--- src/hw/rtl/assert_macros.svh ---
// Assertion helpers, clocked on aclk and held off while aresetn is low.
`ifndef ASSERT_MACROS_SVH
`define ASSERT_MACROS_SVH

// Same-cycle implication.
`define TGS_ASSERT_IMP(lbl, ante, cons) \
    lbl: assert property (@(posedge aclk) disable iff (!aresetn) (ante) |-> (cons)) \
        else $error("assertion failed");

// Next-cycle implication.
`define TGS_ASSERT_NXT(lbl, ante, cons) \
    lbl: assert property (@(posedge aclk) disable iff (!aresetn) (ante) |=> (cons)) \
        else $error("assertion failed");

`endif

--- src/hw/rtl/tgs_pkg.sv ---
`timescale 1ns / 1ps
`default_nettype none

package tgs_pkg;

    typedef enum logic [1:0] {
        MODE_NONE = 2'd0,
        MODE_DEC  = 2'd1,
        MODE_IBM  = 2'd2,
        MODE_UNI  = 2'd3
    } mode_t;

    localparam logic [7:0] BYTE_SO   = 8'h0E;
    localparam logic [7:0] BYTE_SI   = 8'h0F;
    localparam logic [7:0] BYTE_ESC  = 8'h1B;
    localparam logic [7:0] UTF_LEAD3 = 8'hE2;
    localparam logic [7:0] UTF_LEAD2 = 8'hC2;
    localparam logic [7:0] UTF_DOT   = 8'hB7;

    // Output queue depth is 2**QUEUE_AW; must be at least 4 entries.
    localparam int QUEUE_AW = 2;

    typedef struct packed {
        logic        shift_active;
        logic [1:0]  pend_count;
        logic [1:0][7:0] pend_bytes;
    } state_t;

    typedef struct packed {
        logic [1:0]      count;
        logic [2:0][7:0] bytes;
    } result_t;

    typedef struct packed {
        logic [7:0] out_byte;
        logic       last_of_item;
        logic       buffer_done;
    } entry_t;

    function automatic logic [7:0] dec_map(input logic [7:0] b);
        logic [7:0] r;
        case (b)
            8'h61:   r = "#";
            8'h60:   r = "*";
            8'h7E:   r = ".";
            8'h6E:   r = "+";
            8'h7B:   r = "_";
            8'd182:  r = "\\";
            8'd167:  r = "}";
            8'd187:  r = "{";
            8'd171:  r = "~";
            8'd168:  r = "~";
            default: r = 8'h00;
        endcase
        return r;
    endfunction

    function automatic logic [7:0] ibm_map(input logic [7:0] b);
        logic [7:0] r;
        case (b)
            8'd177:  r = "#";
            8'd176:  r = "*";
            8'd249:  r = ".";
            8'd250:  r = ",";
            8'd254:  r = "+";
            8'd220:  r = "_";
            8'd239:  r = "\\";
            8'd244:  r = "}";
            8'd247:  r = "{";
            default: r = 8'h00;
        endcase
        return r;
    endfunction

    // ASCII for E2 x y, zero when no sequence matches.
    function automatic logic [7:0] tri_match(input logic [7:0] x, input logic [7:0] y);
        logic [7:0] r;
        r = 8'h00;
        if (x == 8'h96 && y == 8'h92) r = "#";
        if (x == 8'h96 && y == 8'h91) r = "*";
        if (x == 8'h97 && y == 8'hA6) r = ",";
        if (x == 8'h97 && y == 8'hBC) r = "+";
        if (x == 8'h88 && y == 8'hA9) r = "\\";
        if (x == 8'h8C && y == 8'hA0) r = "}";
        if (x == 8'h89 && y == 8'h88) r = "{";
        return r;
    endfunction

    function automatic logic tri_second(input logic [7:0] x);
        return x == 8'h96 || x == 8'h97 || x == 8'h88 || x == 8'h8C || x == 8'h89;
    endfunction

endpackage

`default_nettype wire

--- src/hw/rtl/tgs_filter.sv ---
`timescale 1ns / 1ps
`default_nettype none

// One byte through the stripper: up to three output bytes and the next state.
module tgs_filter (
    input  tgs_pkg::mode_t   mode,
    input  tgs_pkg::state_t  cur,
    input  logic [7:0]       data_byte,
    input  logic             eob,
    output tgs_pkg::result_t res,
    output tgs_pkg::state_t  nxt
);

    always_comb begin
        logic [1:0]      n;
        logic [2:0][7:0] bytes;
        logic            fresh;
        logic [7:0]      tri_out;
        logic [7:0]      step_out;
        logic [7:0]      mapped;

        n        = 2'd0;
        bytes    = '0;
        fresh    = 1'b0;
        tri_out  = 8'h00;
        step_out = data_byte;
        mapped   = 8'h00;
        nxt      = cur;

        if (mode == tgs_pkg::MODE_UNI) begin
            case (cur.pend_count)
                2'd0: begin
                    fresh = 1'b1;
                end
                2'd1: begin
                    if (cur.pend_bytes[0] == tgs_pkg::UTF_LEAD2 &&
                        data_byte == tgs_pkg::UTF_DOT) begin
                        nxt.pend_count = 2'd0;
                        bytes[0]       = ".";
                        n              = 2'd1;
                    end else if (cur.pend_bytes[0] == tgs_pkg::UTF_LEAD3 &&
                                 tgs_pkg::tri_second(data_byte)) begin
                        nxt.pend_bytes[1] = data_byte;
                        nxt.pend_count    = 2'd2;
                    end else begin
                        bytes[0]       = cur.pend_bytes[0];
                        n              = 2'd1;
                        nxt.pend_count = 2'd0;
                        fresh          = 1'b1;
                    end
                end
                default: begin
                    tri_out        = tgs_pkg::tri_match(cur.pend_bytes[1], data_byte);
                    nxt.pend_count = 2'd0;
                    if (tri_out != 8'h00) begin
                        bytes[0] = tri_out;
                        n        = 2'd1;
                    end else begin
                        bytes[0] = cur.pend_bytes[0];
                        bytes[1] = cur.pend_bytes[1];
                        n        = 2'd2;
                        fresh    = 1'b1;
                    end
                end
            endcase
            if (fresh) begin
                if (data_byte == tgs_pkg::UTF_LEAD3 || data_byte == tgs_pkg::UTF_LEAD2) begin
                    nxt.pend_bytes[0] = data_byte;
                    nxt.pend_count    = 2'd1;
                end else begin
                    bytes[n] = data_byte;
                    n        = n + 2'd1;
                end
            end
        end else begin
            // leftover partial match from a previous mode goes out first
            if (cur.pend_count != 2'd0) begin
                bytes[0] = cur.pend_bytes[0];
                n        = 2'd1;
            end
            if (cur.pend_count[1]) begin
                bytes[1] = cur.pend_bytes[1];
                n        = 2'd2;
            end
            nxt.pend_count = 2'd0;

            if (mode == tgs_pkg::MODE_IBM) begin
                mapped = tgs_pkg::ibm_map(data_byte);
                if (mapped != 8'h00) step_out = mapped;
            end else if (data_byte == tgs_pkg::BYTE_SO && !cur.shift_active) begin
                nxt.shift_active = 1'b1;
                step_out         = 8'h00;
            end else if ((data_byte == tgs_pkg::BYTE_SI || data_byte == tgs_pkg::BYTE_ESC) &&
                         cur.shift_active) begin
                nxt.shift_active = 1'b0;
            end else if (mode == tgs_pkg::MODE_DEC && cur.shift_active) begin
                mapped = tgs_pkg::dec_map(data_byte);
                if (mapped != 8'h00) step_out = mapped;
            end
            bytes[n] = step_out;
            n        = n + 2'd1;
        end

        if (eob) begin
            if (nxt.pend_count != 2'd0 && n != 2'd3) begin
                bytes[n] = nxt.pend_bytes[0];
                n        = n + 2'd1;
            end
            if (nxt.pend_count[1] && n != 2'd3) begin
                bytes[n] = nxt.pend_bytes[1];
                n        = n + 2'd1;
            end
            nxt.pend_count = 2'd0;
        end

        res.count = n;
        res.bytes = bytes;
    end

endmodule

`default_nettype wire

--- src/hw/rtl/tgs_out_queue.sv ---
`timescale 1ns / 1ps
`default_nettype none

// Result queue: takes up to three entries a cycle, hands out one per transfer.
module tgs_out_queue #(
    parameter int QUEUE_AW = tgs_pkg::QUEUE_AW
) (
    input  logic                   aclk,
    input  logic                   aresetn,
    input  logic [1:0]             push_count,
    input  tgs_pkg::entry_t [2:0]  push_data,
    output logic                   room,
    output logic                   m_valid,
    input  logic                   m_ready,
    output tgs_pkg::entry_t        m_entry
);

    localparam int DEPTH = 1 << QUEUE_AW;
    localparam logic [QUEUE_AW+1:0] DEPTH_W = (QUEUE_AW + 2)'(DEPTH);

    tgs_pkg::entry_t       mem_reg [DEPTH];
    logic [QUEUE_AW-1:0]   wr_ptr_reg, wr_ptr_next;
    logic [QUEUE_AW-1:0]   rd_ptr_reg, rd_ptr_next;
    logic [QUEUE_AW:0]     count_reg, count_next;
    logic                  pop;

    assign m_valid = count_reg != '0;
    assign pop     = m_valid && m_ready;
    assign m_entry = mem_reg[rd_ptr_reg];

    // room for a worst-case item of three results, counting this cycle's pop
    assign room = ({1'b0, count_reg} + (QUEUE_AW + 2)'(3)) <=
                  (DEPTH_W + (QUEUE_AW + 2)'(pop));

    always_comb begin
        wr_ptr_next = wr_ptr_reg + QUEUE_AW'(push_count);
        rd_ptr_next = rd_ptr_reg + QUEUE_AW'(pop);
        count_next  = count_reg + (QUEUE_AW + 1)'(push_count) - (QUEUE_AW + 1)'(pop);
    end

    always_ff @(posedge aclk) begin
        if (!aresetn) begin
            wr_ptr_reg <= '0;
            rd_ptr_reg <= '0;
            count_reg  <= '0;
        end else begin
            wr_ptr_reg <= wr_ptr_next;
            rd_ptr_reg <= rd_ptr_next;
            count_reg  <= count_next;
        end
    end

    always_ff @(posedge aclk) begin
        for (int k = 0; k < 3; k++) begin
            if (2'(k) < push_count) begin
                mem_reg[wr_ptr_reg + QUEUE_AW'(k)] <= push_data[k];
            end
        end
    end

endmodule

`default_nettype wire

--- src/hw/rtl/terminal_graphics_stripper.sv ---
// Terminal graphics stripper. Input bytes are taken one per transfer into an input
// register, filtered there combinationally and queued as result bytes in a small output
// queue (2**QUEUE_AW entries). Each byte is held in the input register until the queue
// has room for its results, which are offered on the output once written to the queue.
// Throughput is one input byte per cycle while each byte yields at most one result
// and m_ready stays high; an item yielding two or three results (flushed partial
// UTF-8 match) holds the input while the output port drains them, one byte per
// transfer. An item that only extends a partial match yields no result. s_ready
// depends combinationally on m_ready. A mode write (cfg_valid/cfg_mode, always ready)
// clears the shift state and any pending bytes; write it only when the block is idle.
`timescale 1ns / 1ps
`default_nettype none

`include "assert_macros.svh"

module terminal_graphics_stripper #(
    parameter int QUEUE_AW = tgs_pkg::QUEUE_AW
) (
    input  logic       aclk,
    input  logic       aresetn,

    input  logic       cfg_valid,
    output logic       cfg_ready,
    input  logic [1:0] cfg_mode,

    input  logic       s_valid,
    output logic       s_ready,
    input  logic [7:0] s_data_byte,
    input  logic       s_end_of_buffer,

    output logic       m_valid,
    input  logic       m_ready,
    output logic [7:0] m_out_byte,
    output logic       m_last_of_item,
    output logic       m_buffer_done
);

    tgs_pkg::mode_t   mode_reg;
    tgs_pkg::state_t  state_reg;
    tgs_pkg::state_t  state_next;
    tgs_pkg::result_t res;

    logic       in_valid_reg;
    logic [7:0] in_byte_reg;
    logic       in_eob_reg;

    logic                  room;
    logic                  advance;
    logic                  cfg_wr;
    logic [1:0]            push_count;
    tgs_pkg::entry_t [2:0] push_data;
    tgs_pkg::entry_t       m_entry;

    assign cfg_ready = 1'b1;
    assign cfg_wr    = cfg_valid && cfg_ready;
    assign advance   = in_valid_reg && room;
    assign s_ready   = !in_valid_reg || advance;

    always_ff @(posedge aclk) begin
        if (!aresetn) begin
            in_valid_reg <= 1'b0;
        end else if (s_ready) begin
            in_valid_reg <= s_valid;
        end
    end

    always_ff @(posedge aclk) begin
        if (s_valid && s_ready) begin
            in_byte_reg <= s_data_byte;
            in_eob_reg  <= s_end_of_buffer;
        end
    end

    tgs_filter u_filter (
        .mode      (mode_reg),
        .cur       (state_reg),
        .data_byte (in_byte_reg),
        .eob       (in_eob_reg),
        .res       (res),
        .nxt       (state_next)
    );

    // mode, shift and count are control; pending bytes carry no reset
    always_ff @(posedge aclk) begin
        if (!aresetn) begin
            mode_reg               <= tgs_pkg::MODE_NONE;
            state_reg.shift_active <= 1'b0;
            state_reg.pend_count   <= 2'd0;
        end else if (cfg_wr) begin
            mode_reg               <= tgs_pkg::mode_t'(cfg_mode);
            state_reg.shift_active <= 1'b0;
            state_reg.pend_count   <= 2'd0;
        end else if (advance) begin
            state_reg.shift_active <= state_next.shift_active;
            state_reg.pend_count   <= state_next.pend_count;
            state_reg.pend_bytes   <= state_next.pend_bytes;
        end
    end

    always_comb begin
        push_count = advance ? res.count : 2'd0;
        for (int k = 0; k < 3; k++) begin
            push_data[k].out_byte     = res.bytes[k];
            push_data[k].last_of_item = (2'(k) == res.count - 2'd1);
            push_data[k].buffer_done  = (2'(k) == res.count - 2'd1) && in_eob_reg;
        end
    end

    tgs_out_queue #(
        .QUEUE_AW (QUEUE_AW)
    ) u_out_queue (
        .aclk       (aclk),
        .aresetn    (aresetn),
        .push_count (push_count),
        .push_data  (push_data),
        .room       (room),
        .m_valid    (m_valid),
        .m_ready    (m_ready),
        .m_entry    (m_entry)
    );

    assign m_out_byte     = m_entry.out_byte;
    assign m_last_of_item = m_entry.last_of_item;
    assign m_buffer_done  = m_entry.buffer_done;

    `TGS_ASSERT_IMP(a_pend_bound, 1'b1, state_reg.pend_count != 2'd3)
    `TGS_ASSERT_IMP(a_pend_uni_only, mode_reg != tgs_pkg::MODE_UNI, state_reg.pend_count == 2'd0)
    `TGS_ASSERT_NXT(a_eob_flushes, advance && in_eob_reg, state_reg.pend_count == 2'd0)
    `TGS_ASSERT_IMP(a_eob_has_result, advance && in_eob_reg, res.count != 2'd0)

endmodule

`default_nettype wire

--- config.mk ---
export PLATFORM = sky130hd
export DESIGN_NAME = terminal_graphics_stripper
export DESIGN_NICKNAME = d
export VERILOG_FILES = /design/src/hw/rtl/tgs_pkg.sv /design/src/hw/rtl/tgs_filter.sv /design/src/hw/rtl/tgs_out_queue.sv /design/src/hw/rtl/terminal_graphics_stripper.sv
export VERILOG_INCLUDE_DIRS = /design/src /design/src/hw/rtl
export SDC_FILE = /design/constraint.sdc
export NUM_CORES = 1
export LEC_CHECK = 0
export ABC_AREA = 1
export ABC_CLOCK_PERIOD_IN_PS = 4800
export BUFFER_PORTS_ARGS = -buffer_cell sky130_fd_sc_hd__buf_4
export CORE_AREA = 2 2 109 111
export DETAILED_ROUTE_END_ITERATION = 12
export DIE_AREA = 0 0 111 113
export PLACE_DENSITY = 0.76
export SYNTH_ARGS = -nofsm -noshare
export SYNTH_HDL_FRONTEND = slang
export SYNTH_SLANG_ARGS = --single-unit
--- constraint.sdc ---
create_clock -name aclk -period 4.8 [get_ports aclk]
set_clock_uncertainty 0.05 [all_clocks]
set_input_delay 0.48 -clock aclk [delete_from_list [all_inputs] [get_ports aclk]]
set_output_delay 0.48 -clock aclk [all_outputs]
set_load 0.01 [all_outputs]
; ---- Word-level counts from Yosys, hierarchy flattened
; Memory sizes are Yosys's and may differ from the RTL's. A register that Yosys moved wholly into a read port is not among the register bits.
; Index checks and enable logic that the tools add are counted.
[word_totals]
memories = 1
ram_bits = 40
word_cells = 238
output_inout_bits = 13
ff_bits = 38
inputBits = 16
[memory_table]
columns = memory, words, width, rd, rd_ports_with_merged_regs, wr, line_no
row1 = u_out_queue.mem_reg, 4, 10, 1, 1, 3, tgs_out_queue.sv:21  ; tgs_pkg::entry_t mem_reg [DEPTH];
[classes]
order_cmp = 12
reduce_logical = 47
n_mux = 99
eq_ne = 51
n_bitwise = 4
add_sub_neg = 13
[ops]
columns = cell, n
row1 = two-way mux 8 bit, 36
row2 = "== test 8 bit, second input constant", 35
row3 = two-way mux 24 bit, 7
row4 = one-hot mux 7 bit (9 select lines), 2
row5 = bitwise mux 24 bit, 4
row6 = demux 8 bit (select 2 bit), 4
row7 = "== test 8 x 7 -> 1 bit, second input constant", 5
row8 = two-way mux 2 bit, 20
row9 = logical AND 1 bit, 24
row10 = two-way mux 6 bit, 4
row11 = nonzero test 8 bit, 3
row12 = two-way mux 7 bit, 3
row13 = "== test 8 x 4 -> 1 bit, second input constant", 2
row14 = two-way mux 16 bit, 1
row15 = one-hot mux 8 bit (2 select lines), 1
row16 = two-way mux 1 bit, 14
row17 = "less-than comparator 2 x 3 -> 1 bit, second input constant", 4
row18 = "adder 2 x 1 -> 2 bit, second input constant", 5
row19 = "== test 8 x 5 -> 1 bit, second input constant", 1
row20 = ">= comparator 2 x 1 -> 1 bit, second input constant", 4
row21 = one-hot mux 2 bit (2 select lines), 2
row22 = logical OR 1 bit, 7
row23 = nonzero test 2 bit, 3
row24 = OR reduction 2 bit, 3
row25 = 23 further kinds, 32

; ---- Depth between registers and ports, before layout
; Gate-level depths: netlist of run 1.
[depth]
word_depth = 31
ltp_mapped = 30
depth_no_buf = 29

; ---- By module
; A second synthesis of run 1 with hierarchy kept.
[hier_totals]
cells_unflattened = 985
hier_area_um2 = 6276.0
[by_module_without_submodules]
columns = mod, instances, seq_area_each_um2, cells_per_inst, area_per_inst_um2
row1 = tgs_out_queue, 1, 1341.3, 418, 2982.9
row2 = tgs_filter, 1, 0.0, 491, 2230.9
row3 = terminal_graphics_stripper, 1, 870.8, 76, 1062.3

; ---- Least setup slack after synthesis of run 1
; No wires, ideal clock.
[synth_path]
kind = register to register
from = reg in_byte_reg[4]
to = reg u_out_queue.count_reg[2]
arrival_ps = 3579
path_buffers = 1
slack_ps = 1058
path_stages_with_launch = 29
t_required_ps = 4637
setup_ps = 113
synth_period_minus_slack_ps = 3742
cell_sequence = edfxtp_1 -> buf_2 -> nand2_1 -> inv_2 -> nand2_2 -> nor2_1 -> nand2_1 -> nand2_2 -> nor2_2 -> nand3_4 -> nand2_2 -> nand4_2 -> nand2_1 -> nand2_1 -> nand3_2 -> nand2_1 -> ha_1 -> or2_1 -> nand3_4 -> nand2_4 -> nand2_1 -> inv_2 -> nand2_1 -> nand2_1 -> fa_1 -> xnor2_1 -> nand2_1 -> nand2_1 -> nor2_1
[synth_via]
elab_chain_len = 30
word_cells_on_any_way = 72
cone_classes = 5 x add/sub / 16 x eq/ne / 33 x mux / 18 x reduce/logical
[synth_rtl]
columns = item, line_no
row1 = start: declaration, terminal_graphics_stripper.sv:44  ; logic [7:0] in_byte_reg;
row2 = start signal: assignment, terminal_graphics_stripper.sv:69  ; in_byte_reg <= s_data_byte;
row3 = branches (longest 26 deep; another with == test 8 bit), -
row4 = two-way mux 2 bit (*), tgs_filter.sv:104  ; if (eob) begin
row5 = two-way mux 2 bit (*), terminal_graphics_stripper.sv:101  ; push_count = advance ? res.count : 2'd0;
row6 = adder 3 x 2 -> 3 bit (*), tgs_out_queue.sv:38  ; count_next = count_reg + (QUEUE_AW + 1)'(push_count) - (QUEUE_AW + 1)'(pop);
row7 = subtractor 3 x 1 -> 3 bit (*), tgs_out_queue.sv:38
row8 = end signal: assignment, tgs_out_queue.sv:49  ; count_reg <= count_next;
row9 = end: declaration, tgs_out_queue.sv:24  ; logic [QUEUE_AW:0] count_reg, count_next;
; Every way passes the cells marked *. The select of a mux whose other input is x is not followed.
; A chain may end at the register's enable or synchronous reset.

==> out/results.txt, run 1 <==
Non-filler instance count after layout: 1161
Io pins: 29
Die ar.: 12500 um^2
Placer Congestion: 1.04
Critical-path top delay cell: edfxtp_1
Ys async rst share: 0
Most used cell along the critical path: nand2_1
Fill count: 1013
P_leak: 3.39 nW
DRC Markers: 0
# nets final: 1040
Post-DP HPWL: 16300 um
Max Freq: 226 MHz
Maximum VDD drop: 0.397 mV
Max FFs per register: 40
Syn nets: 1017
Distinct cells, synth: 52
CP Launch Type: flop
Setup crit end kind: flop
Vias in the first global route: 6615
Critical path class: flop to flop
H-tree depth: 3
Cell count after synthesis: 990
Largest net degree at the start of global routing: 43
Flops & latches, synth: 78
Hold Path Class: primary input to flop
Setup tns final: 0 ps
Setup Viol. Count Final: 0
Clock Latency Late Sink: 350 ps
Die height: 113 um
Global route overflow: 0
Area of the multi-input gates: 3740 um^2
Mapped Area: 6630 um^2
Critical Path, Cell by Cell: inv_2 -> nor2_2 -> nand2_1 -> nand2_1 -> nand2_1 -> nand3b_1 -> nand2_1 -> nor3_2 -> inv_2 -> nand2_1 -> nand3_2 -> nand2_1 -> inv_1 -> ha_1 -> or2_1 -> nand3_4 -> nand2_4 -> buf_4 -> nand3_1 -> nand3_1
CTS tree: yes
Final WL: 21500 um
Post-placement cell count: 1141
Worst-Margin Slew: 1060 ps
Critical Path Max Stage Delay: 580 ps
Worst Path Arrival: 4360 ps
Post-synth EDFFs: 65
Post-route ant nets: 0
Sequential fraction of the synthesis area: 0.334
Max_cap viols: 0
Hold_ws: 256 ps
Pwr Density: 340 nW/um^2
Slew Viols, Final: 0
Clk buf depth: 2
DR vias: 7107
Hold_buf cts: 0
Diode count: 0
Syn avg cell area: 6.69 um^2
DRT iter0 DRCs: 953
Area of the core: 11300 um^2
RSZ-0062 raised after global routing: no
Area growth syn-to-layout: 10.2%
Initial antenna violation count: 0
Slew margin rel.: 0.290
Fin crit share: 0.921
Total GRT Usage: 0.351
Site Rows: 39
Status: completed
First-pass GRT wire length: 34700 um
CTS sink cnt: 78
IO Port Bufs: 27
Design area: 7300 um^2
CP Max Fanout: 41
Ys flop type: edfxtp_1
Clock-pin slew on the worst setup and hold paths: 60 ps
Clock tree root buffer cell: clkbuf_16
Pre-antenna DRT Iters: 6
Die X: 111 um
FF/Latch Area: 2210 um^2
TritonCTS buffer count: 9
Min Clock Period, post-route: 4420 ps
Vias per cell: 6.12
WL/cell: 18.5 um
Syn. warnings: 0
Critical Path RT: 4730 ps
Placed cell areas: 6960 um^2
Layout cells sized above 1: 0.117
Hold Vio Cnt, Final: 0
Initial Utilization: 0.588
-- final timing paths --
| kind | slack (ps) | end | start | cells past startpoint |
|---|---|---|---|---|
| worst min-delay path | 260 | in_eob_reg | s_end_of_buffer | 1 |
| worst max-delay path | 380 | u_out_queue.mem_reg[0][9] | in_byte_reg[3] | 20 |
| worst max register to register | 380 | u_out_queue.mem_reg[0][9] | in_byte_reg[3] | 20 |
| worst min register to register | 440 | state_reg[18] | state_reg[18] | 2 |
-- logic make-up after synthesis --
| kind of cell | share of synthesized area |
|---|---|
| AO/OA/AOI/OAI | 0.141 |
| adder cells (fa/ha/maj) | 0.0219 |
| XOR/XNOR | 0.00529 |
| other | 0.000566 |
| AND/OR/NAND/NOR | 0.395 |
| flip-flops | 0.334 |
| buffers and inverters | 0.103 |
-- layout make-up --
class,instances,area share
clock inverter,6,0.00959
clock buffer,10,0.0314
sequential,78,0.303
multi-input combinational,744,0.512
timing repair buffer,52,0.0535
inverter,128,0.0658
tap,143,0.0245
-- cells in the mapped netlist (6+ instances only) --
| master | count | area share |
|---|---|---|
| nand2_1 | 288 | 0.16 |
| inv_1 | 109 | 0.062 |
| nor2_1 | 101 | 0.057 |
| nand3_1 | 81 | 0.061 |
| o21ai_0 | 73 | 0.055 |
| edfxtp_1 | 65 | 0.29 |
| nand4_1 | 47 | 0.044 |
| a21oi_1 | 37 | 0.028 |
| clkbuf_1 | 21 | 0.012 |
| inv_2 | 18 | 0.010 |
| dfxtp_1 | 13 | 0.039 |
| o211ai_1 | 13 | 0.015 |
| o22ai_1 | 12 | 0.011 |
| buf_2 | 11 | 0.0083 |
| nor3_1 | 11 | 0.0083 |
| ha_1 | 10 | 0.019 |
| nand2_2 | 6 | 0.0057 |
| nand3_2 | 6 | 0.0091 |
-- layout by cell type, fill, tap and decap left out, types with 6 or more instances in the layout --
cell type,netlist,final
o22ai_1,12,12
o211ai_1,13,13
clkbuf_16,0,9
a21oi_1,37,37
nor3_1,11,11
dfxtp_1,13,13
nand2_1,288,288
inv_1,109,109
nand2_2,6,6
nand4_1,47,47
nor2_2,5,6
nor2_1,101,100
ha_1,10,10
edfxtp_1,65,65
o21ai_0,73,73
inv_2,18,18
nand3_1,81,81
buf_4,5,52
nand3_2,6,6
-- repair_timing --
action                                  in CTS  in global routing
setup buffers                                0                  4
endpoints found under the setup margin       0                 47
gates resized for setup                      0                  2
-- power by group --
| group | switching, mW | internal, mW | total [mW] | leakage, nW |
|---|---|---|---|---|
| Sequential | 0.0594 | 0.831 | 0.891 | 0.664 |
| Clock | 0.289 | 0.405 | 0.694 | 0.135 |
| Combinational | 0.609 | 0.290 | 0.899 | 2.59 |
-- worst max-delay path, delay by kind of cell (launching register included) --
family	cells	cell delay [ps]
adder cells (fa/ha/maj)	1	260
AND/OR/NAND/NOR	15	2360
flip-flops	1	580
buffers and inverters	4	790
-- metal layers --
| metal | up-vias | track usage | share of wire | wire, um |
|---|---|---|---|---|
| li1 | 3379 | - | - | - |
| met1 | 3184 | 0.499 | 0.42 | 9010 |
| met3 | 51 | 0.0862 | 0.12 | 2650 |
| met4 | 0 | 0.118 | 0.028 | 606 |
| met5 | - | 0 | 0 | 0 |
| met2 | 493 | 0.526 | 0.43 | 9200 |
-- metrics by stage --
step	total power [mW]	utilization	setup slack, ps
global route	2.62	0.648	6.05
detailed placement	1.77	0.618	352
floorplan	1.47	-	1060
global placement	1.76	0.618	435
finish	2.48	0.648	377
CTS	2.46	0.644	303
(Power assumes the default switching activity.)
==> run 2: changes to the inputs <==
- CORE_AREA: 2 2 109 111 -> 2 2 141 143
- DIE_AREA: 0 0 111 113 -> 0 0 143 145
- PLACE_DENSITY: 0.76 -> not set
==> out/results.txt, run 2 (same netlist as run 1, synthesis figures left out) <==
Maximum VDD drop: 0.164 mV
Worst Hold Endpoint: in_byte_reg[3]
Resize count post-CTS: 0
Critical Path Max Stage Delay: 650 ps
Status: completed
Post-DP HPWL: 18100 um
Setup crit end kind: flop
Sequential share of power: 0.371
Area growth syn-to-layout: 11.9%
Total GRT Usage: 0.226
Min Clock Period, post-route: 4310 ps
Internal power: 1.51 mW
Placer Congestion: 1.04
FF-to-FF path depth: 22
Critical Path, Cell by Cell: nor2_1 -> nand2_2 -> nor2_1 -> nand2_1 -> nand2_1 -> nor2_2 -> nand3_4 -> nand2_2 -> nand3_1 -> nand2_1 -> nand2_1 -> nand2_1 -> nand3_2 -> nand2_1 -> inv_1 -> ha_1 -> or2_1 -> nand3_4 -> nand2_4 -> buf_4 -> nand3_1 -> nand3_1
Die ar.: 20700 um^2
Comb pwr share: 0.350
Commonest non-fill, non-tap cell in the layout: nand2_1
Most used cell along the critical path: nand2_1
Setup tns final: 0 ps
RSZ-0062 raised after global routing: no
Max FFs per register: 40
Max Freq: 232 MHz
GRT busiest layer: met2
Area of the core: 19200 um^2
# nets final: 1038
Site Rows: 51
Vias in the first global route: 6420
Sw frac: 0.380
Setup Fix Bufs, Post-CTS: 0
GRT met2 Usage: 0.370
Fin crit share: 0.898
Initial antenna violation count: 0
CP Launch Type: flop
Most frequent cells in the layout: 288 x nand2_1, 109 x inv_1, 101 x nor2_1
Pwr Density: 329 nW/um^2
Clock power share: 0.279
Io pins: 29
Die X: 143 um
Global Route met1 Usage: 0.285
Setup Viol. Count Final: 0
Largest net degree at the start of global routing: 42
Critical path class: flop to flop
Final WL: 22900 um
Pwr Total: 2.44 mW
P_leak: 3.37 nW
Reg-to-Reg Start: in_byte_reg[2]
Flop2flop setup slack: 490 ps
Hold_buf cts: 0
Worst Path Arrival: 4250 ps
Sw Pwr: 0.927 mW
Layout cells sized above 1: 0.111
CTS tree: yes
Die height: 145 um
Met3 usage: 0.0380
Slew Viols, Final: 0
Post-route ant nets: 0
Critical-path top delay cell: edfxtp_1
Initial Utilization: 0.345
TritonCTS buffer count: 9
Clk buf depth: 2
Vias per cell: 5.39
First-pass GRT wire length: 36300 um
Pre-CTS setup slack: 540 ps
Slew margin rel.: 0.307
CTS sink cnt: 78
WL/cell: 17.9 um
Hold Path Class: primary input to flop
IO Port Bufs: 27
Pre-antenna DRT Iters: 6
Max_cap viols: 0
FF-to-FF End: u_out_queue.mem_reg[0][3]
CP top delay family: simple AND/OR/NAND/NOR gates
Clock-pin slew on the worst setup and hold paths: 70 ps
CP Max Fanout: 41
Critical Path RT: 4740 ps
DR vias: 6899
Diode count: 0
Clock Latency Late Sink: 350 ps
H-tree depth: 3
Final worst setup slack: 487 ps
Global route overflow: 0
WP buf/inv: 2
DRT iter0 DRCs: 741
Hold Vio Cnt, Final: 0
Worst-Margin Slew: 1030 ps
DRC Markers: 0
Clock tree root buffer cell: clkbuf_16
Hold_sp: s_data_byte[3]
Worst Hold Depth: 1
run 2: changes by cell type in the layout (fill, tap and decap cells not counted), sizes merged:
cell / change
clkinvlp: -1
clkbuf: +2
buf: -2
inv: -1
run 2: per-stage QoR:
step / hold slack, ps / instances / instance area (um^2) / util
6_report: 249 / 1281 / 7420 / 0.386
5_1_grt: 246 / 1281 / 7420 / 0.386
4_1_cts: 244 / 1281 / 7420 / 0.386
3_5_place_dp: 440 / 1265 / 7130 / 0.371
3_3_place_gp: 436 / 1265 / 7130 / 0.371
2_1_floorplan: 408 / 990 / 6630 / -
run 2: layer usage:
layer	wire length, um	up-vias
met5	0	-
met4	1110	0
met3	1540	69
met2	10800	340
met1	9440	3117
li1	-	3373
run 2: worst max-delay path by stage:
| stage | startpoint | to | slack (ps) | depth (start not counted) |
|---|---|---|---|---|
| 3_5_place_dp | in_byte_reg[2] | u_out_queue.mem_reg[0][5] | 540 | 22 |
| 4_1_cts | in_byte_reg[2] | u_out_queue.mem_reg[0][5] | 520 | 22 |
| 2_1_floorplan | in_byte_reg[4] | u_out_queue.count_reg[2] | 1060 | 28 |
| 3_3_place_gp | in_byte_reg[2] | u_out_queue.mem_reg[0][8] | 550 | 22 |
| 6_report | in_byte_reg[2] | u_out_queue.mem_reg[0][3] | 490 | 22 |
| 5_1_grt | in_byte_reg[2] | u_out_queue.mem_reg[0][3] | 90 | 22 |
run 2: area by class of cell:
class                      instances  area, um^2
fill                            2038       11800
multi-input combinational        744        3730
sequential                        78        2210
inverter                         128         480
timing repair buffer              50         375
tap                              265         332
clock buffer                      12         236
clock inverter                     4        48.8
run 2: worst reg2reg max path, delay by kind of cell, from the launching register on:
kind / cells / cell delay [ps]
adder cells (fa/ha/maj): 1 / 260
buffers and inverters: 2 / 470
flip-flops: 1 / 650
AND/OR/NAND/NOR: 19 / 2500
run 2: power by group through the flow:
stage          clock network, mW  logic (mW)  registers [mW]
2_1_floorplan                  0       0.599           0.874
3_3_place_gp                   0       0.854           0.919
3_5_place_dp                   0       0.849           0.919
4_1_cts                    0.689       0.852           0.904
5_1_grt                    0.723       0.960           0.913
6_report                   0.679       0.854           0.904
